--- src/rtl/core/ncr_pkg.sv ---
// ----------------------------------------------------------------------------
// ncr_pkg
// shared types, constants and utf-8 helpers for the numeric reference decoder
// ----------------------------------------------------------------------------
package ncr_pkg;

	localparam int CNT_W = 7;
	localparam logic [CNT_W-1:0] COUNT_SAT = 7'd127;

	// characters of interest
	localparam logic [7:0] CH_HASH = 8'h23;
	localparam logic [7:0] CH_X_UP = 8'h58;
	localparam logic [7:0] CH_X_LO = 8'h78;
	localparam logic [7:0] CH_0    = 8'h30;
	localparam logic [7:0] CH_9    = 8'h39;
	localparam logic [7:0] CH_A_UP = 8'h41;
	localparam logic [7:0] CH_Z_UP = 8'h5a;
	localparam logic [7:0] CH_A_LO = 8'h61;

	// codepoint range limits
	localparam logic [31:0] CP_1B_MAX = 32'h0000_007f;
	localparam logic [31:0] CP_2B_MAX = 32'h0000_07ff;
	localparam logic [31:0] CP_3B_MAX = 32'h0000_ffff;
	localparam logic [31:0] CP_MAX    = 32'h0010_ffff;

	// utf-8 byte constants
	localparam logic [7:0] REPL_B0 = 8'hef;
	localparam logic [7:0] REPL_B1 = 8'hbf;
	localparam logic [7:0] REPL_B2 = 8'hbd;
	localparam logic [7:0] LEAD_2B = 8'hc0;
	localparam logic [7:0] LEAD_3B = 8'he0;
	localparam logic [7:0] LEAD_4B = 8'hf0;
	localparam logic [7:0] CONT_B  = 8'h80;

	typedef enum logic [3:0] {
		S_IDLE    = 4'b0001,
		S_UTF     = 4'b0010,
		S_ECHO_RD = 4'b0100,
		S_ECHO_LD = 4'b1000
	} ctrl_state_t;

	// controller to datapath
	typedef struct packed {
		logic take;
		logic load;
		logic rd_en;
		logic rd_next;
		logic done;
	} ncr_cmd_t;

	// datapath to controller
	typedef struct packed {
		logic numeric;
		logic last;
		logic out_free;
	} ncr_sts_t;

	function automatic logic [31:0] digit_value(input logic [7:0] c, input logic hex);
		logic [31:0] c32;
		c32 = {24'd0, c};
		if ((c >= CH_0 && c <= CH_9) || !hex)
			return c32 - {24'd0, CH_0};
		else if (c >= CH_A_UP && c <= CH_Z_UP)
			return c32 - {24'd0, CH_A_UP} + 32'd10;
		else
			return c32 - {24'd0, CH_A_LO} + 32'd10;
	endfunction

	function automatic logic cp_invalid(input logic [31:0] cp);
		return (cp == 32'd0) || (cp > CP_MAX);
	endfunction

	// index of the last utf-8 byte for a codepoint
	function automatic logic [1:0] utf8_last(input logic [31:0] cp);
		if (cp_invalid(cp))
			return 2'd2;
		else if (cp <= CP_1B_MAX)
			return 2'd0;
		else if (cp <= CP_2B_MAX)
			return 2'd1;
		else if (cp <= CP_3B_MAX)
			return 2'd2;
		else
			return 2'd3;
	endfunction

	function automatic logic [7:0] utf8_byte(input logic [31:0] cp, input logic [1:0] k);
		logic [7:0] b0;
		logic [7:0] b1;
		logic [7:0] b2;
		logic [7:0] b3;
		b0 = 8'd0;
		b1 = 8'd0;
		b2 = 8'd0;
		b3 = 8'd0;
		if (cp_invalid(cp)) begin
			b0 = REPL_B0;
			b1 = REPL_B1;
			b2 = REPL_B2;
		end else if (cp <= CP_1B_MAX) begin
			b0 = cp[7:0];
		end else if (cp <= CP_2B_MAX) begin
			b0 = LEAD_2B | {3'd0, cp[10:6]};
			b1 = CONT_B | {2'd0, cp[5:0]};
		end else if (cp <= CP_3B_MAX) begin
			b0 = LEAD_3B | {4'd0, cp[15:12]};
			b1 = CONT_B | {2'd0, cp[11:6]};
			b2 = CONT_B | {2'd0, cp[5:0]};
		end else begin
			b0 = LEAD_4B | {5'd0, cp[20:18]};
			b1 = CONT_B | {2'd0, cp[17:12]};
			b2 = CONT_B | {2'd0, cp[11:6]};
			b3 = CONT_B | {2'd0, cp[5:0]};
		end
		case (k)
			2'd0: return b0;
			2'd1: return b1;
			2'd2: return b2;
			default: return b3;
		endcase
	endfunction

endpackage

--- src/rtl/core/numeric_char_ref_to_utf8_top.sv ---
// ----------------------------------------------------------------------------
// numeric_char_ref_to_utf8_top
// decodes numeric character references to utf-8, echoes other entities
// ----------------------------------------------------------------------------
// sequence: a non-final character is taken while idle; after the final request the
//   utf-8 bytes are loaded into the output register, echo bytes after a registered ram read
// throughput: 1 character per cycle while idle, then the input stalls for the whole burst
//   of 1..4 utf-8 bytes or the echo of len bytes, including any output stalls
// reset: arst_n clears the sequencer, character count, codepoint, mode flags and output
//   valid; the echo ram is not cleared, only written entries are read
module numeric_char_ref_to_utf8_top
	import ncr_pkg::*;
#(
	parameter int MAX_LEN = 32
) (
	input  logic       clk,
	input  logic       arst_n,
	// input channel: one entity character per request
	input  logic       in_valid,
	output logic       in_stall,
	input  logic [7:0] char_in,
	input  logic       final_char,
	// output channel: one result byte per request
	output logic       out_valid,
	input  logic       out_stall,
	output logic [7:0] out_byte,
	output logic       run_end,
	output logic       truncated
);

	// command and status between sequencer and datapath
	ncr_cmd_t cmd;
	ncr_sts_t sts;

	// sequencer: idle collects characters, then runs the burst for the entity
	ncr_ctrl u_ctrl (
		.clk        (clk),
		.arst_n     (arst_n),
		.in_valid   (in_valid),
		.final_char (final_char),
		.sts        (sts),
		.in_stall   (in_stall),
		.cmd        (cmd)
	);

	// datapath: accumulator, echo buffer and the output register
	ncr_dp #(
		.MAX_LEN (MAX_LEN)
	) u_dp (
		.clk        (clk),
		.arst_n     (arst_n),
		.char_in    (char_in),
		.final_char (final_char),
		.out_stall  (out_stall),
		.cmd        (cmd),
		.sts        (sts),
		.out_valid  (out_valid),
		.out_byte   (out_byte),
		.run_end    (run_end),
		.truncated  (truncated)
	);

`ifndef SYNTHESIS
	// a result is never loaded over one that is still held by a stall
	a_no_overwrite: assert property (@(posedge clk) disable iff (!arst_n)
		cmd.load |-> !(out_valid && out_stall))
		else $error("output register overwritten while stalled");

	// the end of an entity always starts a burst that stalls the input
	a_final_stalls: assert property (@(posedge clk) disable iff (!arst_n)
		(in_valid && !in_stall && final_char) |=> in_stall)
		else $error("input not stalled after final character");

	// a character that is not final produces no result
	a_no_early_result: assert property (@(posedge clk) disable iff (!arst_n)
		(in_valid && !in_stall && !final_char) |=> !cmd.load)
		else $error("result produced before final character");

	// results are only loaded while the input side is held off
	a_load_in_burst: assert property (@(posedge clk) disable iff (!arst_n)
		cmd.load |-> in_stall)
		else $error("result loaded while accepting characters");
`endif

endmodule

--- src/rtl/core/ncr_ram.sv ---
// ----------------------------------------------------------------------------
// ncr_ram
// generic single write port, single read port ram with registered read
// ----------------------------------------------------------------------------
module ncr_ram #(
	parameter int WIDTH = 8,
	parameter int DEPTH = 32,
	localparam int AW = (DEPTH > 1) ? $clog2(DEPTH) : 1
) (
	input  logic             clk,
	input  logic             we,
	input  logic [AW-1:0]    waddr,
	input  logic [WIDTH-1:0] wdata,
	input  logic             re,
	input  logic [AW-1:0]    raddr,
	output logic [WIDTH-1:0] rdata
);

	logic [WIDTH-1:0] mem_q [DEPTH];
	logic [WIDTH-1:0] rdata_q;

	always_ff @(posedge clk) begin
		if (we)
			mem_q[waddr] <= wdata;
		if (re)
			rdata_q <= mem_q[raddr];
	end

	assign rdata = rdata_q;

endmodule

--- src/rtl/core/ncr_ctrl.sv ---
// ----------------------------------------------------------------------------
// ncr_ctrl
// sequencer: collects characters, then steps the utf-8 or echo burst
// ----------------------------------------------------------------------------
module ncr_ctrl
	import ncr_pkg::*;
(
	input  logic     clk,
	input  logic     arst_n,
	input  logic     in_valid,
	input  logic     final_char,
	input  ncr_sts_t sts,
	output logic     in_stall,
	output ncr_cmd_t cmd
);

	ctrl_state_t state_q;
	ctrl_state_t state_d;

	always_comb begin
		cmd      = '0;
		state_d  = state_q;
		in_stall = 1'b1;
		case (state_q)
			S_IDLE: begin
				in_stall = 1'b0;
				if (in_valid) begin
					cmd.take = 1'b1;
					if (final_char)
						state_d = sts.numeric ? S_UTF : S_ECHO_RD;
				end
			end
			S_UTF: begin
				if (sts.out_free) begin
					cmd.load = 1'b1;
					if (sts.last) begin
						cmd.done = 1'b1;
						state_d  = S_IDLE;
					end
				end
			end
			S_ECHO_RD: begin
				cmd.rd_en = 1'b1;
				state_d   = S_ECHO_LD;
			end
			S_ECHO_LD: begin
				if (sts.out_free) begin
					cmd.load = 1'b1;
					if (sts.last) begin
						cmd.done = 1'b1;
						state_d  = S_IDLE;
					end else begin
						cmd.rd_en   = 1'b1;
						cmd.rd_next = 1'b1;
					end
				end
			end
			default: begin
				state_d = S_IDLE;
			end
		endcase
	end

	always_ff @(posedge clk or negedge arst_n) begin
		if (!arst_n)
			state_q <= S_IDLE;
		else
			state_q <= state_d;
	end

endmodule

--- src/rtl/core/ncr_dp.sv ---
// ----------------------------------------------------------------------------
// ncr_dp
// datapath: entity state, codepoint accumulator, echo buffer, output register
// ----------------------------------------------------------------------------
module ncr_dp
	import ncr_pkg::*;
#(
	parameter int MAX_LEN = 32
) (
	input  logic       clk,
	input  logic       arst_n,
	input  logic [7:0] char_in,
	input  logic       final_char,
	input  logic       out_stall,
	input  ncr_cmd_t   cmd,
	output ncr_sts_t   sts,
	output logic       out_valid,
	output logic [7:0] out_byte,
	output logic       run_end,
	output logic       truncated
);

	localparam int AW = $clog2(MAX_LEN);
	localparam logic [CNT_W-1:0] LEN_C  = CNT_W'(MAX_LEN);
	localparam logic [AW-1:0]    LAST_C = AW'(MAX_LEN - 1);

	logic [CNT_W-1:0] char_count_q;
	logic [31:0]      code_accum_q;
	logic             hex_mode_q;
	logic             hash_seen_q;
	logic             numeric_q;
	logic             trunc_q;
	logic [AW-1:0]    idx_q;
	logic [AW-1:0]    last_idx_q;
	logic             out_valid_q;
	logic [7:0]       out_byte_q;
	logic             run_end_q;
	logic             truncated_q;

	logic             numeric;
	logic             over_len;
	logic             new_hex;
	logic             acc_upd;
	logic             hex_sel;
	logic [31:0]      mul10;
	logic [31:0]      mul16;
	logic [31:0]      acc_next;
	logic [AW-1:0]    echo_last;
	logic [AW-1:0]    raddr;
	logic [7:0]       rdata;
	logic             we;

	assign numeric   = (char_count_q >= CNT_W'(3)) && hash_seen_q;
	assign over_len  = char_count_q >= LEN_C;
	assign echo_last = over_len ? LAST_C : char_count_q[AW-1:0];
	assign new_hex   = (char_in == CH_X_UP) || (char_in == CH_X_LO);
	assign hex_sel   = (char_count_q >= CNT_W'(3)) && hex_mode_q;
	assign acc_upd   = ((char_count_q == CNT_W'(2)) && !new_hex) ||
	                   (char_count_q >= CNT_W'(3));
	assign mul10     = {code_accum_q[28:0], 3'd0} + {code_accum_q[30:0], 1'b0};
	assign mul16     = {code_accum_q[27:0], 4'd0};
	assign acc_next  = (hex_sel ? mul16 : mul10) + digit_value(char_in, hex_sel);

	assign we    = cmd.take && !over_len;
	assign raddr = cmd.rd_next ? (idx_q + AW'(1)) : idx_q;

	ncr_ram #(
		.WIDTH (8),
		.DEPTH (MAX_LEN)
	) u_echo_ram (
		.clk   (clk),
		.we    (we),
		.waddr (char_count_q[AW-1:0]),
		.wdata (char_in),
		.re    (cmd.rd_en),
		.raddr (raddr),
		.rdata (rdata)
	);

	// entity state
	always_ff @(posedge clk or negedge arst_n) begin
		if (!arst_n) begin
			char_count_q <= '0;
			code_accum_q <= '0;
			hex_mode_q   <= 1'b0;
			hash_seen_q  <= 1'b0;
			numeric_q    <= 1'b0;
			trunc_q      <= 1'b0;
			idx_q        <= '0;
			last_idx_q   <= '0;
		end else if (cmd.take) begin
			if (final_char) begin
				char_count_q <= '0;
				hex_mode_q   <= 1'b0;
				hash_seen_q  <= 1'b0;
				numeric_q    <= numeric;
				trunc_q      <= !numeric && over_len;
				idx_q        <= '0;
				last_idx_q   <= numeric ? AW'(utf8_last(code_accum_q)) : echo_last;
			end else begin
				if (char_count_q == CNT_W'(1))
					hash_seen_q <= (char_in == CH_HASH);
				if (char_count_q == CNT_W'(2))
					hex_mode_q <= new_hex;
				if (acc_upd)
					code_accum_q <= acc_next;
				if (char_count_q != COUNT_SAT)
					char_count_q <= char_count_q + CNT_W'(1);
			end
		end else begin
			if (cmd.load)
				idx_q <= idx_q + AW'(1);
			if (cmd.done)
				code_accum_q <= '0;
		end
	end

	// output register
	assign sts.out_free = !out_valid_q || !out_stall;
	assign sts.numeric  = numeric;
	assign sts.last     = (idx_q == last_idx_q);

	always_ff @(posedge clk or negedge arst_n) begin
		if (!arst_n)
			out_valid_q <= 1'b0;
		else if (cmd.load)
			out_valid_q <= 1'b1;
		else if (!out_stall)
			out_valid_q <= 1'b0;
	end

	always_ff @(posedge clk) begin
		if (cmd.load) begin
			out_byte_q  <= numeric_q ? utf8_byte(code_accum_q, idx_q[1:0]) : rdata;
			run_end_q   <= (idx_q == last_idx_q);
			truncated_q <= trunc_q;
		end
	end

	assign out_valid = out_valid_q;
	assign out_byte  = out_byte_q;
	assign run_end   = run_end_q;
	assign truncated = truncated_q;

endmodule
--- config.mk ---
export PLATFORM = sky130hd
export DESIGN_NAME = numeric_char_ref_to_utf8_top
export DESIGN_NICKNAME = d
export VERILOG_FILES = /design/src/rtl/core/ncr_pkg.sv /design/src/rtl/core/numeric_char_ref_to_utf8_top.sv /design/src/rtl/core/ncr_ram.sv /design/src/rtl/core/ncr_ctrl.sv /design/src/rtl/core/ncr_dp.sv
export SDC_FILE = /design/constraint.sdc
export NUM_CORES = 1
export LEC_CHECK = 0
export BUFFER_PORTS_ARGS = -buffer_cell sky130_fd_sc_hd__buf_2
export CAP_MARGIN = 20
export CORE_UTILIZATION = 55
export CTS_BUF_LIST = sky130_fd_sc_hd__clkbuf_4 sky130_fd_sc_hd__clkbuf_8
export CTS_CLUSTER_SIZE = 10
export DETAILED_ROUTE_END_ITERATION = 8
export PLACE_DENSITY_LB_ADDON = 0.25
export SLEW_MARGIN = 10
export SYNTH_ARGS = -nofsm -noshare
export SYNTH_HDL_FRONTEND = slang
export SYNTH_HIERARCHICAL = 1
export SYNTH_SLANG_ARGS = --single-unit
--- constraint.sdc ---
create_clock -name clk -period 6.1 [get_ports clk]
set_input_delay 0.61 -clock clk [delete_from_list [all_inputs] [get_ports clk]]
set_output_delay 0.61 -clock clk [all_outputs]
set_load 0.05 [all_outputs]
# [Word level (Yosys, flattened, before mapping)]
# Memory sizes are Yosys's and may differ from the RTL's. A register that Yosys moved wholly into a read port is not among the register bits.
# Cells that the tools add are included.
[word_totals] output_inout_bits=12 ram_bits=256 in_bits=13 memories=1 register_bits=68 wordCells=150
[classes] muxes=63 n_addsub=9 eq_ne=21 reduce_logical=33 magnitude_cmp=10
[memory_table] memory="u_dp.u_echo_ram.mem_q" words=32 width=8 read_ports=1 rd_clocked_by_memory_dff=1 wr=1 line="ncr_ram.sv:19" text="logic [WIDTH-1:0] mem_q [DEPTH];"
[ops] operator="two-way mux 32 bit" count=7
[ops] operator="two-way mux 8 bit" count=14
[ops] operator="adder 32 bit" count=2
[ops] operator="adder 32 x 4 -> 32 bit (second input constant)" count=2
[ops] operator="two-way mux 5 bit" count=7
[ops] operator="> comparator 32 x 21 -> 1 bit (second input constant)" count=1
[ops] operator="<= comparator 32 x 11 -> 1 bit (second input constant)" count=1
[ops] operator="<= comparator 32 x 16 -> 1 bit (second input constant)" count=1
[ops] operator="<= comparator 32 x 7 -> 1 bit (second input constant)" count=1
[ops] operator="logical NOT 32 bit" count=1
[ops] operator="one-hot mux 8 bit (3 select lines)" count=1
[ops] operator="two-way mux 4 bit" count=5
[ops] operator="subtractor 8 x 7 -> 9 bit (second input constant)" count=2
[ops] operator="equality test 8 x 7 -> 1 bit (second input constant)" count=2
[ops] operator="two-way mux 1 bit" count=16
[ops] operator="two-way mux 7 bit" count=2
[ops] operator="two-way mux 6 bit" count=2
[ops] operator="one-hot mux 4 bit (3 select lines)" count=1
[ops] operator="!= test 2 bit (second input constant)" count=5
[ops] operator="AND reduction 2 bit" count=5
[ops] operator="nonzero test 2 bit" count=5
[ops] operator="subtractor 8 x 6 -> 9 bit (second input constant)" count=1
[ops] operator="equality test 8 x 6 -> 1 bit (second input constant)" count=1
[ops] operator=">= comparator 8 x 6 -> 1 bit (second input constant)" count=1
[ops] operator="28 further kinds" count=50

# [Longest topological paths before layout]
[logic_depth] word_depth=9 ltp_mapped=25

# [Cells and area by module]
# The synthesis kept the hierarchy.
[modules_own_cells] module="ncr_ram" seq_area_each_um2=7927.6 cells_each=417 area_per_inst_um2=10133.5 n_inst=1
[modules_own_cells] module="ncr_dp" seq_area_each_um2=1651.6 cells_each=1013 area_per_inst_um2=7757.4 n_inst=1
[modules_own_cells] module="ncr_ctrl" seq_area_each_um2=101.3 cells_each=22 area_per_inst_um2=254.0 n_inst=1

# [Worst setup path after synthesis]
# Ideal clock, no wire load.
[synth_timing] path_type="register to register" start="register u_dp.char_count_q[0]" end="register u_dp.code_accum_q[30]" t_arrival_ns=4.804 n_path_buf=3 setup_slack_ns=1.172 required_time_ns=5.976 stages_incl_launch_ff=23 period_less_slack_ns=4.928 path_cell_list="dfrtp_1 > ha_1 > or4_4 > o21ai_1 > buf_4 > clkbuf_1 > clkbuf_1 > nand2_1 > inv_1 > ha_1 > a21o_1 > a21oi_1 > o21ai_0 > a21oi_1 > nor2b_1 > o311ai_0 > o21ai_1 > a21oi_2 > o21ai_2 > a41oi_2 > nor2b_1 > a211o_1 > a211o_1"
[synth_between] elab_chain_len=9 elab_cells_between_ends=15 cone_classes="add/sub (1); order compare (1); eq/ne (2); mux (5); reduce/logical (6)"
[synth_lines] item="start, declared" line="ncr_dp.sv:27" text="logic [CNT_W-1:0] char_count_q;"
[synth_lines] item="start signal, assigned" line="ncr_dp.sv:108" text="char_count_q <= char_count_q + CNT_W'(1);"
[synth_lines] item=">= comparator 7 x 2 -> 1 bit" line="ncr_dp.sv:57, ncr_dp.sv:59"
[synth_lines] item="logical AND 1 bit" line="ncr_dp.sv:57" text="assign hex_sel = (char_count_q >= CNT_W'(3)) && hex_mode_q;"
[synth_lines] item="logical NOT 1 bit" line="ncr_pkg.sv:61" text="if ((c >= CH_0 && c <= CH_9) || !hex)"
[synth_lines] item="logical OR 1 bit" line="ncr_pkg.sv:61"
[synth_lines] item="two-way mux 32 bit" line="ncr_pkg.sv:61"
[synth_lines] item="adder 32 bit" line="ncr_dp.sv:62" text="assign acc_next = (hex_sel ? mul16 : mul10) + digit_value(char_in, hex_sel);"
[synth_lines] item="two-way mux 32 bit" line="ncr_dp.sv:105" text="if (acc_upd)"
[synth_lines] item="two-way mux 32 bit" line="ncr_dp.sv:92" text="if (final_char) begin"
[synth_lines] item="two-way mux 32 bit" line="ncr_dp.sv:91" text="end else if (cmd.take) begin"
[synth_lines] item="end signal, assigned" line="ncr_dp.sv:106" text="code_accum_q <= acc_next;"
[synth_lines] item="end, declared" line="ncr_dp.sv:28" text="logic [31:0] code_accum_q;"
# Parallel ways exist; a longest one is shown, timed or not. The select of a mux whose other input is x is not followed.
# A chain may end at the register's enable or synchronous reset.

# [Final worst setup path]
# Same ends and word-level chain as after synthesis.

==> results.cfg <==
[outcome]
outcome = completed

[timing]
hold_viol_final = 0
rsz0062_at_grt = false
worstMarginPinSlew_ns = 1.14
max_slew_margin_pct = 23.2
skew_ns = 0.0266
fmax_mhz = 181
drv_slew = 0
tns_ns = 0
fin_crit_sh_pct = 90.4
fin_crit_ns = 5.52
finalSetupViolCount = 0

[floorplan]
dieArea_sq_um = 33700
ios = 25
coreArea_sq_um = 32500
start_util_pct = 55.8
rows = 66
die_w_um = 184
dieHeight_um = 184

[place]
gp_congestion = 0.918
io_buffer_count = 24
dpl.hpwl_mm = 29.1
post-place-cells = 1887

[yosys]
ys_seq_area_share_pct = 53.4
synthFlopType = edfxtp_1
ys_warn_count = 6
ys_seq_elements = 332
async_reset_ff_share_pct = 17.5
synthCells = 1452
synth.avg_cell_area_sq_um = 12.5
synth_fp_nets = 1542
synth_enable_flop_cells = 274
synth_cell_types = 97
netlist_area_sq_um = 18100

[drt]
drc = 0
drtAntennaViolNets = 0
wl_met1_mm = 18.2
vias_per_cell = 6.20
wl_per_cell_um = 21.4
met2_length_mm = 19.9
drt_pass1_iterations = 6
met3WireLength_mm = 3.30
highest_layer = met5
drtIter0Drc = 1237
vias = 12311
drt_wl_total_mm = 42.4

[power]
irDropWorstVdd_mv = 0.245
leakagePower_nw = 7.29
p_per_area_nw_per_um2 = 418

[finish]
antenna_cells = 0
final_cell_count_no_fill = 1986
area_growth_pct = 10.2
final_nets = 1591
fill_cells = 2541
multi_input_area_sq_um = 8070
drive_above_1_share_pct = 18.9
seq_area_sq_um = 9680

[grt]
grt_max_degree = 59
overflow = 0
grt_pass1_wl_mm = 66.8
grt_pass1_vias = 11841
track_usage_pct = 25.8
antenna_found_initial = 1

[setup_path]
crit_required_ns = 6.59
max_stage_delay_ns = 0.58
cp-start-kind = flop
critPathSlowestCell = o311ai_0
cp-end-kind = flop
criticalPathCategory = reg2reg
cp_cell_sequence = ha_1 -> or4_4 -> o21a_4 -> nand2_2 -> mux2_2 -> ha_1 -> a21o_1 -> a21oi_1 -> o21ai_0 -> a21oi_1 -> nor2b_1 -> o311ai_0 -> o21ai_1 -> a21oi_2 -> o21ai_2 -> a41oi_2 -> nor2b_1 -> a211o_1 -> a211o_1
cp_data_arrival_time_ns = 6.01
cp_max_fo = 35

[cts]
cts_max_level = 2
clk_pin_slew_worst_paths_ns = 0.06
clockRootBuffer = clkbuf_8
clock_sink_count = 332
cts-root-to-sink-buffers = 3
cts_resized = 0
cts_setup_buffers = 0
numCtsBuffers = 53
cts_tree = built
cts_hold_buf = 0
clk_latency_ns = 0.61

[min_path]
hp-class = in2async

[run]
cap_viol_max_count = 0
path summary, 6_finish.rpt:
check	from	end	slack, ns	depth (start not counted)
hold reg to reg	u_dp/trunc_q	u_dp/truncated	0.49	0
setup / recovery	u_dp/char_count_q[0]	u_dp/code_accum_q[30]	0.58	19
max in group asynchronous	arst_n	u_dp/idx_q[0]	5.38	2
setup reg to reg	u_dp/char_count_q[0]	u_dp/code_accum_q[30]	0.58	19
min in group clk	out_stall	u_dp/out_valid	0.30	3
hold / removal	arst_n	u_dp/code_accum_q[23]	0.17	2
cells in the mapped netlist, drive strengths merged (5+ instances only):
master | instances | area, sq um
a211o | 5 | 43.8
a211oi | 16 | 133
a21o | 27 | 203
a21oi | 87 | 447
a31oi | 26 | 163
and2 | 16 | 103
and3 | 17 | 106
buf | 26 | 164
clkbuf | 38 | 144
dfrtp | 57 | 1430
edfxtp | 274 | 8230
ha | 75 | 938
inv | 37 | 139
mux2 | 10 | 113
mux2i | 8 | 92.6
mux4 | 80 | 1800
nand2 | 100 | 380
nand2b | 9 | 56.3
nand3 | 47 | 240
nand3b | 10 | 75.1
nand4 | 6 | 37.5
nor2 | 130 | 495
nor2b | 12 | 75.1
nor3 | 31 | 175
nor3b | 5 | 42.5
nor4 | 9 | 56.3
o211ai | 8 | 60.1
o21a | 9 | 75.1
o21ai | 101 | 509
o21bai | 7 | 52.6
o31ai | 18 | 140
or2 | 8 | 50.1
or3 | 5 | 31.3
or3b | 5 | 43.8
or4 | 5 | 41.3
xnor2 | 41 | 359
xor2 | 32 | 280
layout by cell type (no fill, tap or decap), types with 7 or more instances in the layout:
cell type and instances:
o21a_1 8, nor3_1 27, buf_2 24, buf_4 29, o21ai_0 87, ha_1 75, mux2i_1 7, clkbuf_8 57
o21bai_1 7, or2_2 8, clkinv_1 8, nor2_1 129, and3_1 17, nor4_1 9, a21oi_1 84, nand2_1 98
and2_1 14, dfrtp_1 57, o31ai_1 17, a31oi_1 26, xnor2_1 39, o211ai_1 8, nand3_1 46, o21ai_1 10
clkbuf_4 20, nor2b_1 12, mux4_2 80, nand3b_1 10, nand2b_1 9, clkinv_2 7, edfxtp_1 274, xor2_1 31
inv_1 35, a21o_1 27, mux2_2 10, a211oi_1 15
registers in the layout, summed over array words and instances (netlist names):
register	count
u_dp/u_echo_ram/rdata	8
u_dp/numeric_q	1
u_dp/hash_seen_q	1
u_dp/truncated	1
u_dp/last_idx_q	5
u_dp/u_echo_ram/mem_q	256
u_dp/char_count_q	7
u_dp/out_valid	1
u_dp/idx_q	5
u_dp/hex_mode_q	1
u_ctrl/state_q	4
u_dp/out_byte	8
u_dp/run_end	1
u_dp/trunc_q	1
u_dp/code_accum_q	32
worst max-delay path: cells and delay by family, from the launching register on:
family	cells	cell delay, ns
AOI/OAI and AO/OA	12	2.95
and+or+nand+nor	4	0.98
adders and majority gates	2	0.57
DFF	1	0.50
muxes	1	0.39
cell type report:
cell class / count / share of cell area [%]
inverters: 37 / 0.694
well taps: 442 / 2.76
clock buffers: 77 / 4.67
multi-input cells: 1019 / 40.3
clock inverters: 21 / 0.988
repair buffers: 58 / 2.15
flip-flops and latches: 332 / 48.4
per-stage QoR:
step	total power [mW]	hold WS, ns	setup WS [ns]	utilization [%]	cell area (sq um)
final	8.35	0.166	0.584	61.5	20000
after global routing	8.90	0.223	0.138	61.5	20000
after CTS	8.34	0.170	0.687	61.4	20000
after detailed placement	6.32	0.480	0.557	58.0	18900
after global placement	6.25	0.475	0.686	58.0	18900
after floorplan	5.49	0.314	1.17	-	18100
kinds of logic (layout without fill, tap and decap cells):
logic type / count (synthesis) / after routing / share of synthesized area (%)
compound gates: 349 / 349 / 12.7
xor+xnor: 73 / 73 / 3.52
fa+ha+maj: 77 / 77 / 5.39
mux: 98 / 98 / 11.1
simple gates: 422 / 422 / 11.5
flops: 332 / 332 / 53.4
buf+inv: 101 / 193 / 2.46
layer usage:
layer / track usage (%) / vias to the layer above
li1: - / 5699
met1: 36.9 / 6065
met2: 40.6 / 484
met3: 4.32 / 61
met4: 7.70 / 2
met5: 0 / -
report_power, final:
part / switching [mW] / internal (mW) / total (mW)
clock: 0.877 / 1.12 / 2.00
sequential: 0.247 / 2.60 / 2.84
combinational: 2.10 / 1.41 / 3.51
total: 3.22 / 5.13 / 8.35
Power figures use the tool's default switching activity.
